==> config.mk <==
export PLATFORM = sky130hd
export DESIGN_NAME = memory_type_range_allocator_top
export DESIGN_NICKNAME = d
export VERILOG_FILES = /design/src/rtl/core/mtra_pkg.sv /design/src/rtl/core/mtra_check.sv /design/src/rtl/core/mtra_table.sv /design/src/rtl/core/memory_type_range_allocator_top.sv
export VERILOG_INCLUDE_DIRS = /design/src /design/src/rtl/core
export SDC_FILE = /design/constraint.sdc
export NUM_CORES = 2
export LEC_CHECK = 0
export BUFFER_PORTS_ARGS = -buffer_cell sky130_fd_sc_hd__buf_2
export CAP_MARGIN = 20
export CORE_ASPECT_RATIO = 0.5
export CORE_MARGIN = 3
export CORE_UTILIZATION = 55
export DETAILED_ROUTE_END_ITERATION = 10
export PLACE_DENSITY = 0.76
export SYNTH_ARGS = -nofsm -noshare
export SYNTH_HDL_FRONTEND = slang
export SYNTH_HIERARCHICAL = 1
export SYNTH_SLANG_ARGS = --single-unit
==> constraint.sdc <==
create_clock -name clk -period 21.5 [get_ports clk]
set_input_delay 4.3 -clock clk [delete_from_list [all_inputs] [get_ports clk]]
set_output_delay 4.3 -clock clk [all_outputs]
set_load 0.02 [all_outputs]
==> src/rtl/core/assert_macros.svh <==
// Assertion macros used by the memory type range allocator top level.
// Expects clk and rst (synchronous, active high) in the including scope.
`ifndef ASSERT_MACROS_SVH
`define ASSERT_MACROS_SVH

// Property that must hold at every clock edge outside reset.
`define ASSERT_ALWAYS(name, prop, msg) \
  name: assert property (@(posedge clk) disable iff (rst) (prop)) else $error(msg);

// Consequent must hold in the cycle after the antecedent.
`define ASSERT_NEXT(name, ante, cons, msg) \
  name: assert property (@(posedge clk) disable iff (rst) (ante) |=> (cons)) else $error(msg);

`endif

==> src/rtl/core/mtra_pkg.sv <==
// Shared types, constants and helpers for the memory type range allocator.
// No dependencies; imported by every module of the block.
package mtra_pkg;

  localparam int ADDR_W          = 52;
  localparam int SIZE_W          = 53;
  localparam int SUM_W           = 54;
  localparam int TYPE_W          = 3;
  localparam int SLOT_W          = 3;
  localparam int WORD_W          = 64;
  localparam int PAGE_W          = 12;
  localparam int HI_W            = ADDR_W - PAGE_W;
  localparam int PAB_W           = 6;
  localparam int COUNT_W         = 4;
  localparam int CFG_ADDR_W      = 2;
  localparam int CFG_DATA_W      = 6;
  localparam int IN_W            = 112;
  localparam int OUT_W           = 136;
  localparam int VALID_BIT       = 11;
  localparam int MIN_ADDR_BITS   = 32;
  localparam int MAX_ADDR_BITS   = 52;
  localparam int DEF_MAX_ENTRIES = 8;

  localparam logic [PAB_W-1:0]   RST_PHYS_BITS   = PAB_W'(36);
  localparam logic [COUNT_W-1:0] RST_ENTRY_COUNT = COUNT_W'(8);
  localparam logic [SUM_W-1:0]   WRAP_LIMIT      = SUM_W'(1) << MAX_ADDR_BITS;

  typedef enum logic [3:0] {
    ST_OK             = 4'd0,
    ST_UNSUPPORTED    = 4'd1,
    ST_MISALIGNED     = 4'd2,
    ST_WRAPS          = 4'd3,
    ST_NOT_POW2       = 4'd4,
    ST_UNALIGNED_BASE = 4'd5,
    ST_BAD_NAME       = 4'd6,
    ST_UNKNOWN_TYPE   = 4'd7,
    ST_WC_UNSUPPORTED = 4'd8,
    ST_OVERLAP        = 4'd9,
    ST_NO_SLOT        = 4'd10
  } status_t;

  typedef enum logic [TYPE_W-1:0] {
    MT_UC       = 3'd0,
    MT_WC       = 3'd1,
    MT_UNK2     = 3'd2,
    MT_UNK3     = 3'd3,
    MT_WT       = 3'd4,
    MT_WP       = 3'd5,
    MT_WB       = 3'd6,
    MT_BAD_NAME = 3'd7
  } mem_type_t;

  typedef enum logic [CFG_ADDR_W-1:0] {
    CFG_RANGE_SUPPORT  = 2'd0,
    CFG_PHYS_ADDR_BITS = 2'd1,
    CFG_ENTRY_COUNT    = 2'd2,
    CFG_WC_SUPPORT     = 2'd3
  } cfg_index_t;

  // Stored entry: address bits above the page offset of base and mask words.
  typedef struct packed {
    logic [HI_W-1:0] base_hi;
    logic [HI_W-1:0] mask_hi;
  } entry_t;

  typedef struct packed {
    logic    valid;
    status_t status;
  } chk_t;

  // Address mask of the saturated physical address width.
  function automatic logic [ADDR_W-1:0] phys_mask(input logic [PAB_W-1:0] bits);
    logic [PAB_W-1:0]  w;
    logic [ADDR_W-1:0] m;
    w = bits;
    if (w < PAB_W'(MIN_ADDR_BITS)) w = PAB_W'(MIN_ADDR_BITS);
    if (w > PAB_W'(MAX_ADDR_BITS)) w = PAB_W'(MAX_ADDR_BITS);
    for (int j = 0; j < ADDR_W; j++) begin
      m[j] = (PAB_W'(j) < w);
    end
    return m;
  endfunction

endpackage

==> src/rtl/core/mtra_check.sv <==
// Two-stage request checker: range support, alignment, wrap, size and type rules in priority order.
// Depends on mtra_pkg.
module mtra_check import mtra_pkg::*; (
  input  logic              clk,
  input  logic              rst,
  input  logic              start,
  input  logic [ADDR_W-1:0] base,
  input  logic [SIZE_W-1:0] size,
  input  logic [TYPE_W-1:0] mtype,
  input  logic              range_support,
  input  logic              wc_support,
  output chk_t              result
);

  logic              s1_v;
  logic [ADDR_W-1:0] s1_base;
  logic [SIZE_W-1:0] s1_size;
  logic [SIZE_W-1:0] s1_size_m1;
  logic [TYPE_W-1:0] s1_type;
  logic              s1_unsup;
  logic              s1_misal;
  logic              s1_wrap;
  logic              pow2;
  logic              unaligned;
  status_t           status_next;

  always_ff @(posedge clk) begin
    if (rst) begin
      s1_v         <= 1'b0;
      result.valid <= 1'b0;
    end else begin
      s1_v         <= start;
      result.valid <= s1_v;
    end
    result.status <= status_next;
  end

  // Stage one: the wide adds and the early flags.
  always_ff @(posedge clk) begin
    if (start) begin
      s1_base    <= base;
      s1_size    <= size;
      s1_size_m1 <= size - SIZE_W'(1);
      s1_type    <= mtype;
      s1_unsup   <= !range_support;
      s1_misal   <= (base[PAGE_W-1:0] != '0) || (size[PAGE_W-1:0] != '0) || (size == '0);
      s1_wrap    <= (SUM_W'(base) + SUM_W'(size)) > WRAP_LIMIT;
    end
  end

  assign pow2      = (s1_size & s1_size_m1) == '0;
  assign unaligned = (s1_base & s1_size_m1[ADDR_W-1:0]) != '0;

  // Stage two: resolve in check order.
  always_comb begin
    if (s1_unsup)                                 status_next = ST_UNSUPPORTED;
    else if (s1_misal)                            status_next = ST_MISALIGNED;
    else if (s1_wrap)                             status_next = ST_WRAPS;
    else if (!pow2)                               status_next = ST_NOT_POW2;
    else if (unaligned)                           status_next = ST_UNALIGNED_BASE;
    else if (s1_type == MT_BAD_NAME)              status_next = ST_BAD_NAME;
    else if (s1_type inside {MT_UNK2, MT_UNK3})   status_next = ST_UNKNOWN_TYPE;
    else if (s1_type == MT_WC && !wc_support)     status_next = ST_WC_UNSUPPORTED;
    else                                          status_next = ST_OK;
  end

endmodule

==> src/rtl/core/mtra_table.sv <==
// Variable range table: synchronous memory of entries with a registered read.
// Per-entry valid flags live in flip-flops cleared by reset. Depends on mtra_pkg.
module mtra_table import mtra_pkg::*; #(
  parameter  int MAX_ENTRIES = DEF_MAX_ENTRIES,
  localparam int IDX_W       = (MAX_ENTRIES > 1) ? $clog2(MAX_ENTRIES) : 1
) (
  input  logic             clk,
  input  logic             rst,
  input  logic [IDX_W-1:0] rd_addr,
  output entry_t           rd_data,
  output logic             rd_valid,
  input  logic             wr_en,
  input  logic [IDX_W-1:0] wr_addr,
  input  entry_t           wr_data
);

  entry_t                 mem [MAX_ENTRIES];
  logic [MAX_ENTRIES-1:0] valid;

  always_ff @(posedge clk) begin
    if (wr_en) begin
      mem[wr_addr] <= wr_data;
    end
    rd_data <= mem[rd_addr];
  end

  // An entry that was never written reads as invalid; its data is ignored.
  always_ff @(posedge clk) begin
    if (rst) begin
      valid    <= '0;
      rd_valid <= 1'b0;
    end else begin
      if (wr_en) begin
        valid[wr_addr] <= 1'b1;
      end
      rd_valid <= valid[rd_addr];
    end
  end

endmodule

==> src/rtl/core/memory_type_range_allocator_top.sv <==
// Memory type range allocator. Each request (base, size, type) is first checked by
// mtra_check, then the variable range table is scanned from entry 0 through its single
// read port, one entry per cycle with a two-stage decode pipeline behind it, and on
// success one entry is written and the encoded base and mask words are returned.
// One request is handled at a time, and a new request is taken only once the result
// of the last has been issued; a scan stops early at a matching or overlapping entry.
// Configuration writes are taken at any time but belong in idle periods.
`include "assert_macros.svh"

module memory_type_range_allocator_top import mtra_pkg::*; #(
  parameter int MAX_ENTRIES = DEF_MAX_ENTRIES
) (
  input  logic                  clk,
  input  logic                  rst,
  input  logic                  s_tvalid,
  output logic                  s_tready,
  // base_address[51:0], region_size[104:52], memory_type[107:105], zero fill
  input  logic [IN_W-1:0]       s_tdata,
  output logic                  m_tvalid,
  input  logic                  m_tready,
  // status[3:0], slot_index[6:4], base_word[70:7], mask_word[134:71], zero fill
  output logic [OUT_W-1:0]      m_tdata,
  input  logic                  cfg_we,
  input  logic [CFG_ADDR_W-1:0] cfg_addr,
  input  logic [CFG_DATA_W-1:0] cfg_wdata
);

  localparam int IDX_W = (MAX_ENTRIES > 1) ? $clog2(MAX_ENTRIES) : 1;
  localparam int UW    = $clog2(MAX_ENTRIES + 1);
  localparam int CMP_W = (UW > COUNT_W) ? UW : COUNT_W;

  typedef enum logic [1:0] {S_IDLE, S_CHECK, S_SCAN, S_FINISH} state_t;

  state_t state;

  logic               range_support;
  logic [PAB_W-1:0]   phys_bits;
  logic [COUNT_W-1:0] entry_count;
  logic               wc_support;

  logic [ADDR_W-1:0] req_base;
  logic [SIZE_W-1:0] req_size;
  logic [TYPE_W-1:0] req_type;
  logic [SUM_W-1:0]  req_sum;
  logic [SIZE_W-1:0] req_size_m1;

  logic [UW-1:0]     rd_idx;
  logic              p1_v;
  logic [IDX_W-1:0]  p1_idx;
  logic              p2_v;
  logic [IDX_W-1:0]  p2_idx;
  logic              p2_valid_ent;
  logic [ADDR_W-1:0] p2_eb;
  logic [SIZE_W-1:0] p2_es;
  logic              p2_eq_base;
  logic              p2_gt;
  logic              cand_v;
  logic [IDX_W-1:0]  cand_idx;

  status_t           res_status;
  logic [IDX_W-1:0]  res_slot;

  logic [ADDR_W-1:0] pm;
  logic [CMP_W-1:0]  count_ext;
  logic [UW-1:0]     used;
  chk_t              chk;
  entry_t            tbl_rd_data;
  logic              tbl_rd_valid;
  logic              tbl_wr_en;
  entry_t            tbl_wr_data;
  logic              accept;
  logic              issue;
  logic              out_free;
  logic [ADDR_W-1:0] s1_eb;
  logic [SIZE_W-1:0] s1_es;
  logic [SUM_W-1:0]  eb_end;
  logic              st2_match;
  logic              st2_ovl;
  logic              st2_last;
  logic              scan_done;
  status_t           scan_status;
  logic [IDX_W-1:0]  scan_slot;
  logic [ADDR_W-1:0] mask_addr;
  logic [WORD_W-1:0] base_word;
  logic [WORD_W-1:0] mask_word;

  mtra_check u_check (
    .clk           (clk),
    .rst           (rst),
    .start         (accept),
    .base          (s_tdata[ADDR_W-1:0]),
    .size          (s_tdata[ADDR_W+SIZE_W-1:ADDR_W]),
    .mtype         (s_tdata[ADDR_W+SIZE_W+TYPE_W-1:ADDR_W+SIZE_W]),
    .range_support (range_support),
    .wc_support    (wc_support),
    .result        (chk)
  );

  mtra_table #(.MAX_ENTRIES(MAX_ENTRIES)) u_table (
    .clk      (clk),
    .rst      (rst),
    .rd_addr  (rd_idx[IDX_W-1:0]),
    .rd_data  (tbl_rd_data),
    .rd_valid (tbl_rd_valid),
    .wr_en    (tbl_wr_en),
    .wr_addr  (res_slot),
    .wr_data  (tbl_wr_data)
  );

  assign s_tready = (state == S_IDLE);
  assign accept   = s_tvalid && s_tready;
  assign out_free = !m_tvalid || m_tready;
  assign pm       = phys_mask(phys_bits);

  // Saturate the entry count to the table depth.
  assign count_ext = CMP_W'(entry_count);
  assign used      = (count_ext > CMP_W'(MAX_ENTRIES)) ? UW'(MAX_ENTRIES) : UW'(count_ext);

  assign issue = (state == S_SCAN) && (rd_idx < used);

  // Decode stage: stored entries decode against the current address mask.
  assign s1_eb = {tbl_rd_data.base_hi, PAGE_W'(0)};
  assign s1_es = SIZE_W'(pm ^ {tbl_rd_data.mask_hi, PAGE_W'(0)}) + SIZE_W'(1);

  // Decision stage.
  assign eb_end    = SUM_W'(p2_eb) + SUM_W'(p2_es);
  assign st2_match = p2_valid_ent && p2_eq_base && (p2_es == req_size);
  assign st2_ovl   = p2_valid_ent && !st2_match &&
                     (p2_gt ? (req_sum > SUM_W'(p2_eb)) : (eb_end > SUM_W'(req_base)));
  assign st2_last  = (UW'(p2_idx) + UW'(1)) == used;

  always_comb begin
    scan_done   = 1'b0;
    scan_status = ST_OK;
    scan_slot   = p2_idx;
    if (p2_v) begin
      if (!p2_valid_ent) begin
        scan_done = st2_last;
      end else if (st2_match) begin
        scan_done = 1'b1;
      end else if (st2_ovl) begin
        scan_done   = 1'b1;
        scan_status = ST_OVERLAP;
      end else if (st2_last) begin
        scan_done   = 1'b1;
        scan_slot   = cand_idx;
        scan_status = cand_v ? ST_OK : ST_NO_SLOT;
      end
    end
  end

  assign mask_addr = pm & ~req_size_m1[ADDR_W-1:0];
  assign base_word = WORD_W'(req_base) | WORD_W'(req_type);
  assign mask_word = WORD_W'(mask_addr) | (WORD_W'(1) << VALID_BIT);

  assign tbl_wr_data.base_hi = req_base[ADDR_W-1:PAGE_W];
  assign tbl_wr_data.mask_hi = mask_addr[ADDR_W-1:PAGE_W];
  // The write lands as the request retires, before the next request is taken.
  assign tbl_wr_en = (state == S_FINISH) && out_free && (res_status == ST_OK);

  always_ff @(posedge clk) begin
    if (rst) begin
      state         <= S_IDLE;
      m_tvalid      <= 1'b0;
      p1_v          <= 1'b0;
      p2_v          <= 1'b0;
      cand_v        <= 1'b0;
      rd_idx        <= '0;
      range_support <= 1'b1;
      phys_bits     <= RST_PHYS_BITS;
      entry_count   <= RST_ENTRY_COUNT;
      wc_support    <= 1'b1;
    end else begin
      if (cfg_we) begin
        case (cfg_index_t'(cfg_addr))
          CFG_RANGE_SUPPORT:  range_support <= cfg_wdata[0];
          CFG_PHYS_ADDR_BITS: phys_bits     <= cfg_wdata[PAB_W-1:0];
          CFG_ENTRY_COUNT:    entry_count   <= cfg_wdata[COUNT_W-1:0];
          CFG_WC_SUPPORT:     wc_support    <= cfg_wdata[0];
          default: ;
        endcase
      end

      // Drop the result once taken, unless a new one replaces it this cycle.
      if (m_tvalid && m_tready && (state != S_FINISH)) begin
        m_tvalid <= 1'b0;
      end

      // Read pipeline: drop in-flight reads once the scan has decided.
      p1_v   <= issue && !scan_done;
      p1_idx <= rd_idx[IDX_W-1:0];
      if (issue) begin
        rd_idx <= rd_idx + UW'(1);
      end
      p2_v         <= p1_v && !scan_done && (state == S_SCAN);
      p2_idx       <= p1_idx;
      p2_valid_ent <= tbl_rd_valid;
      p2_eb        <= s1_eb;
      p2_es        <= s1_es;
      p2_eq_base   <= (s1_eb == req_base);
      p2_gt        <= (s1_eb > req_base);

      case (state)
        S_IDLE: begin
          if (s_tvalid) begin
            req_base <= s_tdata[ADDR_W-1:0];
            req_size <= s_tdata[ADDR_W+SIZE_W-1:ADDR_W];
            req_type <= s_tdata[ADDR_W+SIZE_W+TYPE_W-1:ADDR_W+SIZE_W];
            state    <= S_CHECK;
          end
        end
        S_CHECK: begin
          req_sum     <= SUM_W'(req_base) + SUM_W'(req_size);
          req_size_m1 <= req_size - SIZE_W'(1);
          rd_idx      <= '0;
          cand_v      <= 1'b0;
          if (chk.valid) begin
            if (chk.status != ST_OK) begin
              res_status <= chk.status;
              state      <= S_FINISH;
            end else if (used == '0) begin
              res_status <= ST_NO_SLOT;
              state      <= S_FINISH;
            end else begin
              state <= S_SCAN;
            end
          end
        end
        S_SCAN: begin
          // Remember the last invalid entry seen.
          if (p2_v && !p2_valid_ent) begin
            cand_v   <= 1'b1;
            cand_idx <= p2_idx;
          end
          if (scan_done) begin
            res_status <= scan_status;
            res_slot   <= scan_slot;
            state      <= S_FINISH;
          end
        end
        S_FINISH: begin
          if (out_free) begin
            m_tvalid <= 1'b1;
            if (res_status == ST_OK) begin
              m_tdata <= {1'b0, mask_word, base_word, SLOT_W'(res_slot), res_status};
            end else begin
              m_tdata <= {(OUT_W - 4)'(0), res_status};
            end
            state <= S_IDLE;
          end
        end
        default: state <= S_IDLE;
      endcase
    end
  end

  `ASSERT_ALWAYS(a_err_payload_zero, (m_tvalid && (m_tdata[3:0] != ST_OK)) |-> (m_tdata[OUT_W-1:4] == '0), "error result with nonzero payload")
  `ASSERT_ALWAYS(a_decode_in_scan, p2_v |-> (state == S_SCAN), "decode stage active outside scan")
  `ASSERT_NEXT(a_one_request, s_tvalid && s_tready, !s_tready, "second request taken while busy")
  `ASSERT_NEXT(a_finish_emits, (state == S_FINISH) && (!m_tvalid || m_tready), m_tvalid, "finished request produced no result")

endmodule
; ---- Word level (Yosys, flattened, before mapping)
; Memory sizes are Yosys's and may differ from the RTL's. A register that Yosys moved wholly into a read port is not among the register bits.
; Cells that the tools add are included.
[totals]
n_memories = 1
input_bits = 125
ramBits = 640
reg_bits = 663
[classes]
mux = 51
n_bitwise = 9
n_addsub = 8
n_eq_ne = 20
magnitude_cmp = 63
n_reduce_logical = 52
[mem_list]
columns = memory, depth, width, read_ports, rd_ports_with_merged_regs, write_ports, line
row1 = u_table.mem, 8, 80, 1, 1, 1, mtra_table.sv:17  ; entry_t mem [MAX_ENTRIES];
[ops]
columns = operator, count
row1 = $add A52 B53 Y54, 3
row2 = $lt A6 B6 Y1 const A, 20
row3 = $gt A54 B52 Y1, 2
row4 = $logic_not A53 Y1, 2
row5 = $and A52 B52 Y52, 2
row6 = $lt A5 B6 Y1 const A, 16
row7 = $mux W83, 1
row8 = $gt A54 B53 Y1 const B, 1
row9 = $add A52 B1 Y53 const B, 1
row10 = $and A53 B53 Y53, 1
row11 = $eq A53 B53 Y1, 1
row12 = $sub A53 B1 Y53 const B, 1
row13 = $eq A52 B52 Y1, 1
row14 = $gt A52 B52 Y1, 1
row15 = $not A52 Y52, 1
row16 = $or A52 B3 Y52, 1
row17 = $reduce_bool A52 Y1, 1
row18 = $sub A52 B1 Y52 const B, 1
row19 = $xor A52 B52 Y52, 1
row20 = $lt A4 B6 Y1 const A, 8
row21 = $mux W4, 12
row22 = $mux W3, 9
row23 = $lt A3 B6 Y1 const A, 4
row24 = $reduce_bool A12 Y1, 2
row25 = other kinds (43), 110

; ---- Logic depth before layout (Yosys ltp)
[logic_depth]
ltp_word = 12
mapped_depth = 22
depth_no_buf = 22

; ---- By module
; The synthesis kept the hierarchy.
[by_module_without_submodules]
columns = module, area_each_um2, seq_area_each_um2, n_inst, cells_per_inst
row1 = mtra_table, 26400.3, 21000.1, 1, 1046
row2 = memory_type_range_allocator_top, 25426.9, 13172.6, 1, 2240
row3 = mtra_check, 10124.7, 5044.8, 1, 938

; ---- Least setup slack after synthesis
; OpenSTA, ideal clock, no wires.
[synth_timing]
path_type = input to register
start = in m_tready
end = mem u_table/mem[0][0] in the netlist's numbering (enable)
arrival_time_ns = 13.060
setup_slack_ns = 7.693
path_stages = 4
t_required_ns = 20.753
cell_sequence = nor2b_1 -> nand2b_1 -> nor2_1 -> nor4b_1
[synth_between]
elab_chain_len = 5
[synth_lines]
columns = element, line
row1 = start: declaration, memory_type_range_allocator_top.sv:20  ; input logic m_tready,
row2 = $logic_or A1 B1 Y1, memory_type_range_allocator_top.sv:112  ; assign out_free = !m_tvalid || m_tready;
row3 = $logic_and A1 B1 Y1 (2 in a row), memory_type_range_allocator_top.sv:159  ; assign tbl_wr_en = (state == S_FINISH) && out_free && (res_status == ST_OK);
row4 = net tbl_wr_en, memory_type_range_allocator_top.sv:69  ; logic tbl_wr_en;
row5 = $mux W1, mtra_table.sv:21  ; if (wr_en) begin
row6 = $mux W1 (not written as such), mtra_table.sv:22  ; mem[wr_addr] <= wr_data;
row7 = end: declaration, mtra_table.sv:17
; The timed path passes the listed nets, and every way through them passes these cells.

; ---- Final worst setup path
[layout_timing]
start = in s_tdata[58]
end = reg u_check.s1_wrap, data pin
[layout_between]
elab_chain_len = 2
[layout_lines]
columns = element, line
row1 = start: declaration, memory_type_range_allocator_top.sv:18  ; input logic [IN_W-1:0] s_tdata,
row2 = $add A52 B53 Y54, mtra_check.sv:47  ; s1_wrap <= (SUM_W'(base) + SUM_W'(size)) > WRAP_LIMIT;
row3 = $gt A54 B53 Y1, mtra_check.sv:47
row4 = end signal: assignment, mtra_check.sv:47
row5 = end: declaration, mtra_check.sv:22  ; logic s1_wrap;
; Every way passes these cells.
; A chain may end at the register's enable or synchronous reset.

==> metrics.yaml <==
timing:
  max_freq_ghz: 0.129
  worst_pin_slew_ps: 1180
  report.final.setup_viol: 0
  final_period_minus_worst_setup_slack_ps: 7770
  post-route-period-util: 0.362
  finalHoldViolations: 0
  timing_max_transition_violations_final: 0
  relative_slew_slack: 0.195
  final.setup_skew_ps: 27.1
  rsz0062_at_grt: "false"
  setup_total_negative_slack_ps: 0
clock_network:
  postCtsHoldBufs: 0
  cts.root.buffer_cell: "clkbuf_16"
  cts_htree_levels: 3
  cts_inserted_buffers: 113
  cts_resized: 0
  clk_transition_reported_paths_ps: 70
  post_cts.repair.setup_buffers: 0
  clock_path_buffers: 3
  cts_sinks: 1345
  clock_latency_at_the_later_pin_of_the_worst_skew_pair_ps: 740
  tritoncts: "built"
power:
  seqPwrFrac: 0.503
  vdd.ir_drop.worst_uv: 80.4
  power_leakage_uw: 0.0240
  power_density_mw_per_mm2: 97.7
  cell_internal_pwr_uw: 4760
  power.share.clock: 0.311
  p_switching_uw: 1920
  switching_share: 0.287
  share_comb_of_total_power: 0.186
global_routing:
  first_global_vias: 38000
  grt_util_all_layers: 0.302
  grt_first_pass_wirelength_mm: 257
  grt_start_max_net_pins: 81
  global_route_overflow: 0
  antenna_found_initial: 18
setup_path:
  cp-end-kind: "register"
  cp_data_required_time_ps: 21980
  crit_chain: "buf_2, ha_1, a21oi_1, o21ai_1, a221oi_1, a211oi_1, or2_2, mux2i_1, a2111oi_0, o2111ai_1, a2111oi_0, and4_1, nor2_1"
  worst-setup-path-type: "primary input to register"
  cell_mode_on_critical_path: "a2111oi_0"
  reg2reg_setup_slack_ps: 13740
  critical_path_arrival_ps: 8260
  wp_buf_inv: 1
  worst-path-max-fanout: 7
  cp_top_family: "compound AO/OA/AOI/OAI gates"
  critPathLaunchType: "primary input"
  critPathMaxStageDelay_ps: 710
  critPathSlowestCell: "a221oi_1"
route:
  remaining_drc_errors: 0
  antenna_violating_nets_post_route: 0
  via_count_of_the_routed_design: 39200
  drt-total-wl_mm: 178
  routed_wire_length_per_instance_um: 29.2
  vias_per_cell: 6.43
  dr.first_iter.drc_count: 5197
  dr.pass1.iters: 8
synthesis:
  synth_mux_area_frac: 0.0828
  yosysWarningCount: 6
  synth_largest_area_cell: "edfxtp_1"
  seq_total_area_yosys: 0.633
  ys_top_cells_by_area: "edfxtp_1 60%, ha_1 5.6%, mux4_2 5.5%, dfxtp_1 3.8%, xor2_1 2.3%"
  synth_seq_cells: 1345
  synth-edff-count: 1228
  netlist_instances: 4224
  yosys.area_share.xor_xnor: 0.0434
  synth_top_area_frac: 0.595
  main_flop_type_after_synthesis: "edfxtp_1"
  postSynth.asyncResetShare: 0
  synth_compound_area_frac: 0.0764
  area_of_the_mapped_netlist_mm2: 0.0620
  synth-simple-area-share: 0.0843
  synth-adder-area-share: 0.0569
  synth_top_family_by_area: "simple AND/OR/NAND/NOR gates"
  synthesis.area_per_instance_um2: 14.7
  ys_types: 103
final_layout:
  final_nets: 4910
  instances_no_fill: 6104
  fill_cells: 8074
  area.growth.synth_to_final_pct: 10.3
  commonest_non_fill_non_tap_cell_in_the_layout: "edfxtp_1"
  layout-drive-gt1-share: 0.166
  most-common-layout-cells: "1228 x edfxtp_1, 293 x nor2_1, 277 x ha_1"
die:
  dieHeight_um: 243
  floorplan.initialDensity: 0.558
  io_pins: 263
  fp.coreArea_mm2: 0.111
  die_w_um: 481
  std_cell_rows: 86
  dieArea_mm2: 0.117
placement:
  placement.io_buffers: 233
  numPlacedInstances: 5885
  dpl.hpwl_mm: 127
  finalWeightedCongestion: 0.996
hold_path:
  holdCritPathClass: "register to register"
flow_run:
  max_cap_violations: 0
status:
  status: "finished clean"
[synth_stat cells, drive strengths merged (29+ instances only)]
library cell	count
nor2	298
nand4	73
o21ai	131
a21oi	206
nand3	69
ha	277
nor4	59
dfxtp	117
and2	35
xnor2	143
nand2b	29
buf	70
a21o	83
or3	32
mux2	85
nand2	187
clkbuf	55
edfxtp	1228
mux4	161
inv	166
nor2b	29
xor2	164
a22oi	48
nor3	104
o21a	39
[routing by layer]
metal,share of wire,routed length [um],global-route usage,vias up
li1,-,-,-,16900
met1,0.40,70400,0.433,19700
met2,0.45,80500,0.462,2279
met3,0.11,19900,0.0601,375
met4,0.040,7190,0.111,10
met5,0.00039,69,0,-
[kinds of logic after synthesis]
kind of cell	after synthesis
AOI/OAI and AO/OA	721
DFF	1345
adders and majority gates	280
and+or+nand+nor	1009
xor gates and xnor gates	307
muxes	268
other	1
buffers and inverters	293
[per-stage QoR]
stage / setup WS [ps] / util / hold slack, ps / instance area (um2) / total power, uW
6_report: 13730 / 0.616 / 418 / 68400 / 6680
5_1_grt: 13570 / 0.616 / 424 / 68400 / 6910
4_1_cts: 13910 / 0.616 / 419 / 68300 / 6670
3_5_place_dp: 13130 / 0.583 / 405 / 64600 / 4620
3_3_place_gp: 13090 / 0.583 / 403 / 64600 / 4590
2_1_floorplan: 7690 / - / 386 / 62000 / 4220
[worst register-to-register path, delay by kind of cell (launching register included)]
kind / cells / cell delay (ps)
simple gates: 8 / 3560
compound gates: 8 / 2330
fa+ha+maj: 2 / 650
flops: 1 / 460
mux: 1 / 310
xor+xnor: 1 / 170
[final timing paths]
kind,startpoint,endpoint,depth (start not counted)
worst max-delay path,s_tdata[58],u_check/s1_wrap,13
worst min-delay path,p1_idx[0],p2_idx[0],0
worst max register to register,p2_eb[13],res_slot[0],20
worst min register to register,p1_idx[0],p2_idx[0],0
[power by group through the flow]
stage / sequential [uW] / clock, uW / combinational [uW]
finish: 3360 / 2080 / 1240
global route: 3370 / 2190 / 1350
CTS: 3350 / 2090 / 1230
detailed placement: 3400 / 0 / 1220
global placement: 3400 / 0 / 1190
floorplan: 3320 / 0 / 892
[state kept, by name, indices dropped and copies added, names as in the netlist, 5 cells and up]
| register | count |
|---|---|
| u_table/mem | 640 |
| m_tdata | 111 |
| u_table/rd_data | 80 |
| req_sum | 54 |
| req_size | 53 |
| u_check/s1_size | 53 |
| u_check/s1_size_m1 | 53 |
| req_base | 52 |
| u_check/s1_base | 52 |
| req_size_m1 | 51 |
| p2_es | 41 |
| p2_eb | 40 |
| u_table/valid | 8 |
| phys_bits | 6 |
| u_check/result | 5 |
[final cells by class]
cell class                 instances  area [um2]  share of cell area
clock buffer                     152        3110              0.0454
multi-input combinational       2610       21500               0.314
timing repair buffer             267        1420              0.0208
tap                             1496        1870              0.0274
clock inverter                    61         608             0.00889
antenna                            5        12.5            0.000183
sequential                      1345       39200               0.574
inverter                         168         633             0.00926
Note: power is estimated with default switching activity, not from simulation.
